--- src/rtl/core/wpmmd_pkg.sv ---
// Shared types, register codes and format constants for the min/max peak decimator.
package wpmmd_pkg;

  localparam int MAX_CHUNK_LOG2_DEF = 24;

  localparam int APB_ADDR_W = 4;
  localparam int APB_DATA_W = 32;

  // register index, taken from paddr[3:2]
  localparam logic [1:0] REG_INPUT_FORMAT  = 2'd0;
  localparam logic [1:0] REG_OUTPUT_FORMAT = 2'd1;
  localparam logic [1:0] REG_CHUNK_LOG2    = 2'd2;

  localparam logic [1:0] IN_FMT_S8  = 2'd0;
  localparam logic [1:0] IN_FMT_S16 = 2'd1;
  localparam logic [1:0] IN_FMT_S32 = 2'd2;

  localparam logic OUT_FMT_S8  = 1'b0;
  localparam logic OUT_FMT_S16 = 1'b1;

  localparam logic [1:0] INPUT_FORMAT_RST  = IN_FMT_S16;
  localparam logic       OUTPUT_FORMAT_RST = OUT_FMT_S8;
  localparam logic [4:0] CHUNK_LOG2_RST    = 5'd1;

  typedef struct packed {
    logic signed [31:0] sample_value;
    logic               last_sample;
  } in_word_t;

  typedef struct packed {
    logic signed [15:0] first_value;
    logic signed [15:0] second_value;
    logic               channel_end;
  } out_word_t;

  function automatic logic signed [15:0] fmt_max(input logic ofmt);
    fmt_max = (ofmt == OUT_FMT_S16) ? 16'sh7fff : 16'sh007f;
  endfunction

  function automatic logic signed [15:0] fmt_min(input logic ofmt);
    fmt_min = (ofmt == OUT_FMT_S16) ? 16'sh8000 : 16'shff80;
  endfunction

endpackage

--- src/rtl/core/waveform_peak_min_max_decimator_core.sv ---
// Top level: rescale pipeline, running min/max per chunk and APB register file.
//
//  channel  | handshake           | word
//  ---------+---------------------+---------------------------------------------
//  in       | in_valid / in_stall | in_data: sample_value, last_sample
//  out      | out_valid/out_stall | out_data: first_value, second_value, channel_end
//  config   | APB psel/penable    | input_format, output_format, chunk_log2
//
// One sample per cycle while no result is stalled. The accepting edge loads the input reg;
// the product reg, rescaled-value reg and result reg follow in that order.
// The 31x15 multiply for positive rescaling sets the product stage.
// rst (synchronous) restores register defaults and restarts the chunk.
// A stalled result freezes the whole pipeline; in_stall follows it.
module waveform_peak_min_max_decimator_core #(
  parameter int MAX_CHUNK_LOG2 = wpmmd_pkg::MAX_CHUNK_LOG2_DEF
) (
  input  logic                                 clk,
  input  logic                                 rst,
  input  logic                                 in_valid,
  output logic                                 in_stall,
  input  wpmmd_pkg::in_word_t                  in_data,
  output logic                                 out_valid,
  input  logic                                 out_stall,
  output wpmmd_pkg::out_word_t                 out_data,
  input  logic                                 psel,
  input  logic                                 penable,
  input  logic                                 pwrite,
  input  logic [wpmmd_pkg::APB_ADDR_W-1:0]     paddr,
  input  logic [wpmmd_pkg::APB_DATA_W-1:0]     pwdata,
  output logic [wpmmd_pkg::APB_DATA_W-1:0]     prdata,
  output logic                                 pready
);
  import wpmmd_pkg::*;

  localparam int PW = MAX_CHUNK_LOG2;
  localparam int CW = $clog2(MAX_CHUNK_LOG2 + 1);

  // ---------------- configuration ----------------
  logic [1:0] input_format;
  logic       output_format;
  logic [4:0] chunk_log2;
  logic       cfg_wr;
  logic [1:0] reg_idx;
  logic       cfg_hit;

  assign pready  = 1'b1;
  assign reg_idx = paddr[3:2];
  assign cfg_wr  = psel && penable && pwrite;
  assign cfg_hit = cfg_wr && (reg_idx == REG_INPUT_FORMAT || reg_idx == REG_OUTPUT_FORMAT ||
                              reg_idx == REG_CHUNK_LOG2);

  always_ff @(posedge clk) begin
    if (rst) begin
      input_format  <= INPUT_FORMAT_RST;
      output_format <= OUTPUT_FORMAT_RST;
      chunk_log2    <= CHUNK_LOG2_RST;
    end else if (cfg_wr) begin
      unique case (reg_idx)
        REG_INPUT_FORMAT:  input_format  <= pwdata[1:0];
        REG_OUTPUT_FORMAT: output_format <= pwdata[0];
        REG_CHUNK_LOG2:    chunk_log2    <= pwdata[4:0];
        default: ;
      endcase
    end
  end

  always_comb begin
    unique case (reg_idx)
      REG_INPUT_FORMAT:  prdata = {30'd0, input_format};
      REG_OUTPUT_FORMAT: prdata = {31'd0, output_format};
      REG_CHUNK_LOG2:    prdata = {27'd0, chunk_log2};
      default:           prdata = '0;
    endcase
  end

  logic iw8, iw16, ow16;
  assign iw8  = (input_format == IN_FMT_S8);
  assign iw16 = (input_format == IN_FMT_S16);
  assign ow16 = (output_format == OUT_FMT_S16);

  // ---------------- pipeline control ----------------
  logic adv;
  assign adv      = !(out_valid && out_stall);
  assign in_stall = !adv;

  // stage 1: input register
  logic        valid1, last1;
  logic [31:0] raw1;

  always_ff @(posedge clk) begin
    if (rst) valid1 <= 1'b0;
    else if (adv) valid1 <= in_valid;
  end
  always_ff @(posedge clk) begin
    if (adv) begin
      raw1  <= in_data.sample_value;
      last1 <= in_data.last_sample;
    end
  end

  // stage 1 -> 2: sign extend, magnitude, product, negative path
  logic [31:0] sext;
  logic        neg;
  logic [31:0] mag;
  logic [16:0] nmag;
  logic [45:0] prod;
  logic [14:0] omax15;

  always_comb begin
    unique case (input_format)
      IN_FMT_S8:  sext = {{24{raw1[7]}}, raw1[7:0]};
      IN_FMT_S16: sext = {{16{raw1[15]}}, raw1[15:0]};
      default:    sext = raw1;
    endcase
    neg    = sext[31];
    mag    = neg ? (~sext + 32'd1) : sext;
    omax15 = ow16 ? 15'h7fff : 15'h007f;
    prod   = mag[30:0] * omax15;
    // exact power-of-two ratio for negative samples
    if (iw8) nmag = ow16 ? {mag[8:0], 8'd0} : mag[16:0];
    else if (iw16) nmag = ow16 ? mag[16:0] : {8'd0, mag[16:8]};
    else nmag = ow16 ? {1'b0, mag[31:16]} : {9'd0, mag[31:24]};
  end

  logic               valid2, last2, neg2;
  logic [15:0]        mag2;
  logic [45:0]        prod2;
  logic signed [15:0] negv2;

  always_ff @(posedge clk) begin
    if (rst) valid2 <= 1'b0;
    else if (adv) valid2 <= valid1;
  end
  always_ff @(posedge clk) begin
    if (adv) begin
      last2 <= last1;
      neg2  <= neg;
      mag2  <= mag[15:0];
      prod2 <= prod;
      negv2 <= 16'(~nmag + 17'd1);
    end
  end

  // stage 2 -> 3: divide by 2^k-1 as (x + (x>>k) + 1) >> k, valid for x < 2^(2k)-1
  logic [46:0]        t15, t31;
  logic signed [15:0] v;

  always_comb begin
    t15 = {1'b0, prod2} + 47'(prod2 >> 15) + 47'd1;
    t31 = {1'b0, prod2} + 47'(prod2 >> 31) + 47'd1;
    if (neg2) v = negv2;
    else if ((iw8 && !ow16) || (iw16 && ow16)) v = mag2;
    else if (iw8) v = {1'b0, mag2[6:0], 8'd0} + {8'd0, mag2[6:0], 1'b0} +
                      16'(mag2[6:0] == 7'h7f);
    else if (iw16) v = t15[30:15];
    else v = t31[46:31];
  end

  logic               valid3, last3;
  logic signed [15:0] v3;

  always_ff @(posedge clk) begin
    if (rst) valid3 <= 1'b0;
    else if (adv) valid3 <= valid2;
  end
  always_ff @(posedge clk) begin
    if (adv) begin
      last3 <= last2;
      v3    <= v;
    end
  end

  // ---------------- running min/max ----------------
  logic signed [15:0] running_min, running_max, running_min_next, running_max_next;
  logic [PW-1:0]      min_position, max_position, chunk_position;
  logic [PW-1:0]      min_position_next, max_position_next, pos_mask;
  logic [CW-1:0]      cbits;
  logic               chunk_done;

  always_comb begin
    if (chunk_log2 == 5'd0) cbits = CW'(1);
    else if (int'(chunk_log2) > MAX_CHUNK_LOG2) cbits = CW'(MAX_CHUNK_LOG2);
    else cbits = CW'(chunk_log2);
    pos_mask   = ~({PW{1'b1}} << cbits);
    chunk_done = last3 || (chunk_position == pos_mask);

    running_min_next  = running_min;
    min_position_next = min_position;
    running_max_next  = running_max;
    max_position_next = max_position;
    if (v3 < running_min) begin
      running_min_next  = v3;
      min_position_next = chunk_position;
    end
    if (v3 > running_max) begin
      running_max_next  = v3;
      max_position_next = chunk_position;
    end
  end

  always_ff @(posedge clk) begin
    if (rst || cfg_hit || (adv && valid3 && chunk_done)) begin
      running_min    <= rst ? fmt_max(OUTPUT_FORMAT_RST) :
                        cfg_hit ? fmt_max(reg_idx == REG_OUTPUT_FORMAT ? pwdata[0] : output_format)
                                : fmt_max(output_format);
      running_max    <= rst ? fmt_min(OUTPUT_FORMAT_RST) :
                        cfg_hit ? fmt_min(reg_idx == REG_OUTPUT_FORMAT ? pwdata[0] : output_format)
                                : fmt_min(output_format);
      min_position   <= '0;
      max_position   <= '0;
      chunk_position <= '0;
    end else if (adv && valid3) begin
      running_min    <= running_min_next;
      running_max    <= running_max_next;
      min_position   <= min_position_next;
      max_position   <= max_position_next;
      chunk_position <= chunk_position + PW'(1);
    end
  end

  // result register
  always_ff @(posedge clk) begin
    if (rst) out_valid <= 1'b0;
    else if (adv) out_valid <= valid3 && chunk_done;
  end
  always_ff @(posedge clk) begin
    if (adv && valid3 && chunk_done) begin
      if (max_position_next < min_position_next) begin
        out_data.first_value  <= running_max_next;
        out_data.second_value <= running_min_next;
      end else begin
        out_data.first_value  <= running_min_next;
        out_data.second_value <= running_max_next;
      end
      out_data.channel_end <= last3;
    end
  end

endmodule

--- config.mk ---
export PLATFORM = sky130hd
export DESIGN_NAME = waveform_peak_min_max_decimator_core
export DESIGN_NICKNAME = d
export VERILOG_FILES = /design/src/rtl/core/wpmmd_pkg.sv /design/src/rtl/core/waveform_peak_min_max_decimator_core.sv
export SDC_FILE = /design/constraint.sdc
export NUM_CORES = 1
export LEC_CHECK = 0
export ABC_CLOCK_PERIOD_IN_PS = 8900
export BUFFER_PORTS_ARGS = -buffer_cell sky130_fd_sc_hd__clkbuf_2
export CAP_MARGIN = 25
export CORE_MARGIN = 1.5
export CORE_UTILIZATION = 40
export DETAILED_ROUTE_END_ITERATION = 7
export PLACE_DENSITY = 0.56
export SYNTH_ARGS = -nofsm -noshare
export SYNTH_HDL_FRONTEND = slang
export SYNTH_SLANG_ARGS = --single-unit
--- constraint.sdc ---
create_clock -name clk -period 8.9 [get_ports clk]
set_input_delay 2.225 -clock clk [delete_from_list [all_inputs] [get_ports clk]]
set_output_delay 2.225 -clock clk [all_outputs]
set_load 0.1 [all_outputs]
; ---- Yosys cells after proc, flatten, opt, wreduce, memory -nomap -nowiden
; Index checks and enable logic that the tools add are counted.
[totals]
regBits = 279
in_bits = 76
output_inout_bits = 68
elab_cells = 103
[op_classes]
n_mux = 33
add_sub_neg = 9
magnitude_cmp = 4
mul = 1
shifts = 1
eq_ne = 5
n_reduce_logical = 23
bitwise = 3
[ops]
columns = cell, count
row1 = $mux 16, 15
row2 = $mux 15, 9
row3 = $mux 32, 2
row4 = $pmux 32 s2, 1
row5 = $mux 24, 2
row6 = $add 46x15->47, 1
row7 = $add 47x1->47 const B, 1
row8 = $mul 31x15->46, 1
row9 = $add 32x1->32 const B, 1
row10 = $not 32->32, 1
row11 = $add 31x1->31 const B, 1
row12 = $add 31x31->31, 1
row13 = $add 24x1->24 const B, 1
row14 = $eq 24x24->1, 1
row15 = $lt 24x24->1, 1
row16 = $not 24->24, 1
row17 = $shl 24x5->24 const A, 1
row18 = $add 15x8->16, 1
row19 = $add 16x1->16, 1
row20 = $add 16x1->16 const B, 1
row21 = $gt 16x16->1, 1
row22 = $lt 16x16->1, 1
row23 = $not 16->16, 1
row24 = $pmux 5 s3, 1
row25 = other kinds (13), 31

; ---- Longest topological paths before layout
[depth]
word_depth = 10
mapped_depth = 31
depth_no_buf = 30

; ---- Worst setup path before layout
; Ideal clock, no wire load.
[synth_timing]
kind = in2out
startpoint = in out_stall
endpoint = out in_stall
path_stages = 2
arrival_ns = 6.710
path_slack_ns = -0.035
n_path_buf = 0
t_required_ns = 6.675
path_cell_list = nand2_1 > inv_1
[synth_via]
elab_chain_cells = 1
[synth_rtl]
columns = item, line
row1 = from (decl), waveform_peak_min_max_decimator_core.sv:23  ; input logic out_stall,
row2 = $logic_and 1x1->1, waveform_peak_min_max_decimator_core.sv:83  ; assign adv = !(out_valid && out_stall);
row3 = to (decl), waveform_peak_min_max_decimator_core.sv:20  ; output logic in_stall,
; Every way passes these cells.

; ---- Final worst setup path
[layout_timing]
startpoint = reg raw1[0]
endpoint = reg prod2[45], data pin
[layout_via]
elab_chain_cells = 5
[layout_rtl]
columns = item, line
row1 = from (decl), waveform_peak_min_max_decimator_core.sv:88  ; logic [31:0] raw1;
row2 = from (signal assigned), waveform_peak_min_max_decimator_core.sv:96  ; raw1 <= in_data.sample_value;
row3 = $pmux 32 s2 (*), waveform_peak_min_max_decimator_core.sv:110  ; unique case (input_format)
row4 = $not 32->32, waveform_peak_min_max_decimator_core.sv:116  ; mag = neg ? (~sext + 32'd1) : sext;
row5 = $add 32x1->32, waveform_peak_min_max_decimator_core.sv:116
row6 = $mux 32 (*), waveform_peak_min_max_decimator_core.sv:116
row7 = $mul 31x15->46 (*), waveform_peak_min_max_decimator_core.sv:118  ; prod = mag[30:0] * omax15;
row8 = via prod[45], waveform_peak_min_max_decimator_core.sv:106  ; logic [45:0] prod;
row9 = to (signal assigned), waveform_peak_min_max_decimator_core.sv:139  ; prod2 <= prod;
row10 = to (decl), waveform_peak_min_max_decimator_core.sv:127  ; logic [45:0] prod2;
; The timed path passes the listed nets; every way through them passes the cells marked *.
; A chain may end at the register's enable or synchronous reset.

==> results.json <==
{
  "status": "finished, final reports clean",
  "port_buffers": 86,
  "n_antenna_cell": 0,
  "place.gp.congestion": 0.9603,
  "ctsHtreeMaxLevel": 2,
  "synth_ff_type": "edfxtp_1",
  "drc": 0,
  "synth-seq-cells": 278,
  "cts.path.max_buffers": 3,
  "setup_tns_ps": 0,
  "period_minus_slack_ps": 8666,
  "firstDrtPassIters": 7,
  "ant_nets": 0,
  "preCtsSetupSlack_ps": 31.31,
  "p_sw_frac": 0.4607,
  "routed_via_density": 5.455,
  "n_fill_cell": 6752,
  "die-area_mm2": 0.07253,
  "drv_slew": 0,
  "grt_pass1_wl_um": 130000,
  "cts_hold_buf": 0,
  "grt_max_degree": 79,
  "vias": 21990,
  "powerDensity_mw_per_mm2": 317.4,
  "cp.required_ps": 9320,
  "dpl.hpwl_um": 66950,
  "hold_viol": 0,
  "seqPwrFrac": 0.211,
  "setup_ws_ps": 233.7,
  "max_stage_delay_ps": 560,
  "p_leak_uw": 0.01512,
  "skew_ps": 37.24,
  "antenna_found_initial": 0,
  "fmaxAchievable_ghz": 0.1154,
  "post_synth_num_cell_types": 87,
  "place_area_mm2": 0.03076,
  "tightestPinTransition_ps": 1060,
  "area_delta_synth_final_pct": 12.90,
  "grtUsageMet2": 0.3880,
  "pwr-share-comb": 0.648,
  "switchingPower_uw": 4684,
  "wirelength_um": 82320,
  "io_pins": 144,
  "numCtsBuffers": 36,
  "grt_use_total": 0.2280,
  "crit_start": "raw1[0]",
  "reg2reg_from": "raw1[0]",
  "postSynthCellCount": 2887,
  "endpoint_kind": "register",
  "cts.clk_slew.worst_paths_ps": 60,
  "cp_slowest_cell": "edfxtp_1",
  "grt_overflow": 0,
  "start_util": 0.4044,
  "fin_area_mm2": 0.03203,
  "fp.dieW_um": 269.3,
  "reg2reg_slack_ps": 230,
  "finalCritPeriodShare": 0.9737,
  "synthesis.area_mm2": 0.02837,
  "hp-class": "reg -> reg",
  "syn_area_per_cell_um2": 9.826,
  "cp.arrival_ps": 9090,
  "first_iter_violations": 1464,
  "die-height_um": 269.3,
  "post_drt_wl_per_cell_um": 20.43,
  "cp-start-kind": "register",
  "gr-max-usage-layer": "met2",
  "insertion_delay_ps": 570,
  "critPathCapture": "prod2[45]",
  "drive_above_1_share": 0.1278,
  "cts_tree": "built",
  "grt_pass1_vias": 22630,
  "setup_viol": 0,
  "nNetsFinal": 3663,
  "p_int_uw": 5483,
  "synth-async-reset-ratio": 0,
  "crit_top_cell": "fa_1",
  "crit_fanout": 5,
  "core-area_mm2": 0.07015,
  "ys_seq_area_frac": 0.2646,
  "drv_cap": 0,
  "fin_hold_ws_ps": 412.1,
  "num_rows": 97,
  "p_clk_frac": 0.141,
  "clockRootBuffer": "clkbuf_16",
  "reg2reg_to": "prod2[45]",
  "use_met1": 0.3052,
  "p_total_uw": 10170,
  "synth_edf_count": 194,
  "r2r_cells": 30,
  "slew_headroom": 0.2907,
  "ir_worst_vdd_uv": 403.2,
  "clock-sinks": 278,
  "path_class": "reg -> reg",
  "ys.warnings.count": 0,
  "gr-usage-met3": 0.03357
}
-- per-layer routing --
layer | up-vias | share of wire | routed length [um]
li1 | 10310 | - | -
met1 | 10970 | 0.44 | 35860
met2 | 604 | 0.49 | 40240
met3 | 99 | 0.053 | 4388
met4 | 0 | 0.022 | 1836
met5 | - | 0 | 0
-- worst max-delay path, delay by kind of cell, from the launching register on --
kind            cells  cell delay (ps)
fa+ha+maj           8             3600
flops               1              560
simple gates        8             1970
compound gates      6             1190
buf+inv             7              910
xor+xnor            1              290
-- cells in the final DEF (no fill, tap or decap), drive strengths merged, types with 19 or more instances in the layout --
cell type | Yosys | layout
nand2 | 153 | 153
fa | 307 | 307
dfxtp | 84 | 84
o21ai | 90 | 90
ha | 216 | 216
a211oi | 44 | 44
mux2 | 26 | 26
or3 | 19 | 19
xor2 | 50 | 50
nor2 | 201 | 201
inv | 425 | 430
and2 | 24 | 24
nor3 | 49 | 49
xnor2 | 74 | 74
a31oi | 26 | 26
mux2i | 95 | 95
edfxtp | 194 | 194
clkbuf | 90 | 128
nand4 | 36 | 36
o211a | 28 | 28
nand2b | 41 | 41
conb | 2 | 28
buf | 52 | 169
a21o | 56 | 56
a21oi | 166 | 166
nand3 | 50 | 50
nor4 | 22 | 22
-- Yosys cell counts, drive strengths merged (28+ instances only) --
cell type / number / area [um^2]
inv: 425 / 1595
fa: 307 / 6146
ha: 216 / 2703
nor2: 201 / 754.5
edfxtp: 194 / 5826
a21oi: 166 / 830.8
nand2: 153 / 574.3
mux2i: 95 / 950.9
clkbuf: 90 / 337.8
o21ai: 90 / 450.4
dfxtp: 84 / 1682
xnor2: 74 / 648.1
a21o: 56 / 420.4
buf: 52 / 321.5
nand3: 50 / 250.2
xor2: 50 / 437.9
nor3: 49 / 245.2
a211oi: 44 / 330.3
nand2b: 41 / 256.5
nand4: 36 / 225.2
o211a: 28 / 280.3
-- power groups by stage --
stage	Combinational, uW	Clock, uW	Sequential (uW)
detailed placement	6490	0	2170
finish	6580	1430	2150
global placement	6410	0	2160
CTS	6560	1470	2140
global route	7440	1520	2160
floorplan	4810	0	2100
-- sequential cells by signal (all words and copies together), names as in the netlist, 2 cells and up --
signal / flops
prod2: 45
out_data: 33
raw1: 32
chunk_position: 24
max_position: 24
min_position: 24
mag2: 16
negv2: 16
running_max: 16
running_min: 16
v3: 16
chunk_log2: 5
input_format: 2
-- stage by stage --
step / utilization / std cells
3_3_place_gp: 0.4382 / 3962
3_5_place_dp: 0.4385 / 3964
4_1_cts: 0.4547 / 4028
5_1_grt: 0.4565 / 4030
2_1_floorplan: - / 2913
6_report: 0.4565 / 4030
-- how the worst min path moves through the flow --
| stage | from | slack (ps) | cells past startpoint | endpoint |
|---|---|---|---|---|
| floorplan | last1 | 400 | 0 | last2 |
| global placement | last2 | 400 | 0 | last3 |
| detailed placement | last2 | 410 | 0 | last3 |
| CTS | last1 | 420 | 0 | last2 |
| global route | last1 | 420 | 0 | last2 |
| finish | last1 | 410 | 0 | last2 |
-- layout make-up --
type / count / area [um^2] / share of cell area
Inverter: 425 / 1595 / 0.04981
Clock inverter: 22 / 209.0 / 0.006524
Multi-Input combinational cell: 2068 / 18880 / 0.5896
Sequential cell: 278 / 7510 / 0.2345
Clock buffer: 42 / 923.4 / 0.02883
Tap cell: 940 / 1176 / 0.03672
Timing Repair Buffer: 255 / 1730 / 0.05403
-- repair_timing --
action | 4_1_cts | 5_1_grt
setup endpoints to repair | 1 | 13
setup buffers | 0 | 1
gates resized for setup | 1 | 25
endpoints found under the hold margin | 0 | 0
pin swaps | 0 | 2
-- kinds of logic after synthesis --
kind of cell | after synthesis | share of synthesized area
other cells | 2 | 0.0002647
mux | 121 | 0.04384
simple gates | 684 | 0.1210
fa+ha+maj | 526 | 0.3130
compound gates | 585 | 0.1395
xor+xnor | 124 | 0.03829
buf+inv | 567 | 0.07948
flops | 278 | 0.2646
No activity file was read; power rests on OpenSTA's default activity.
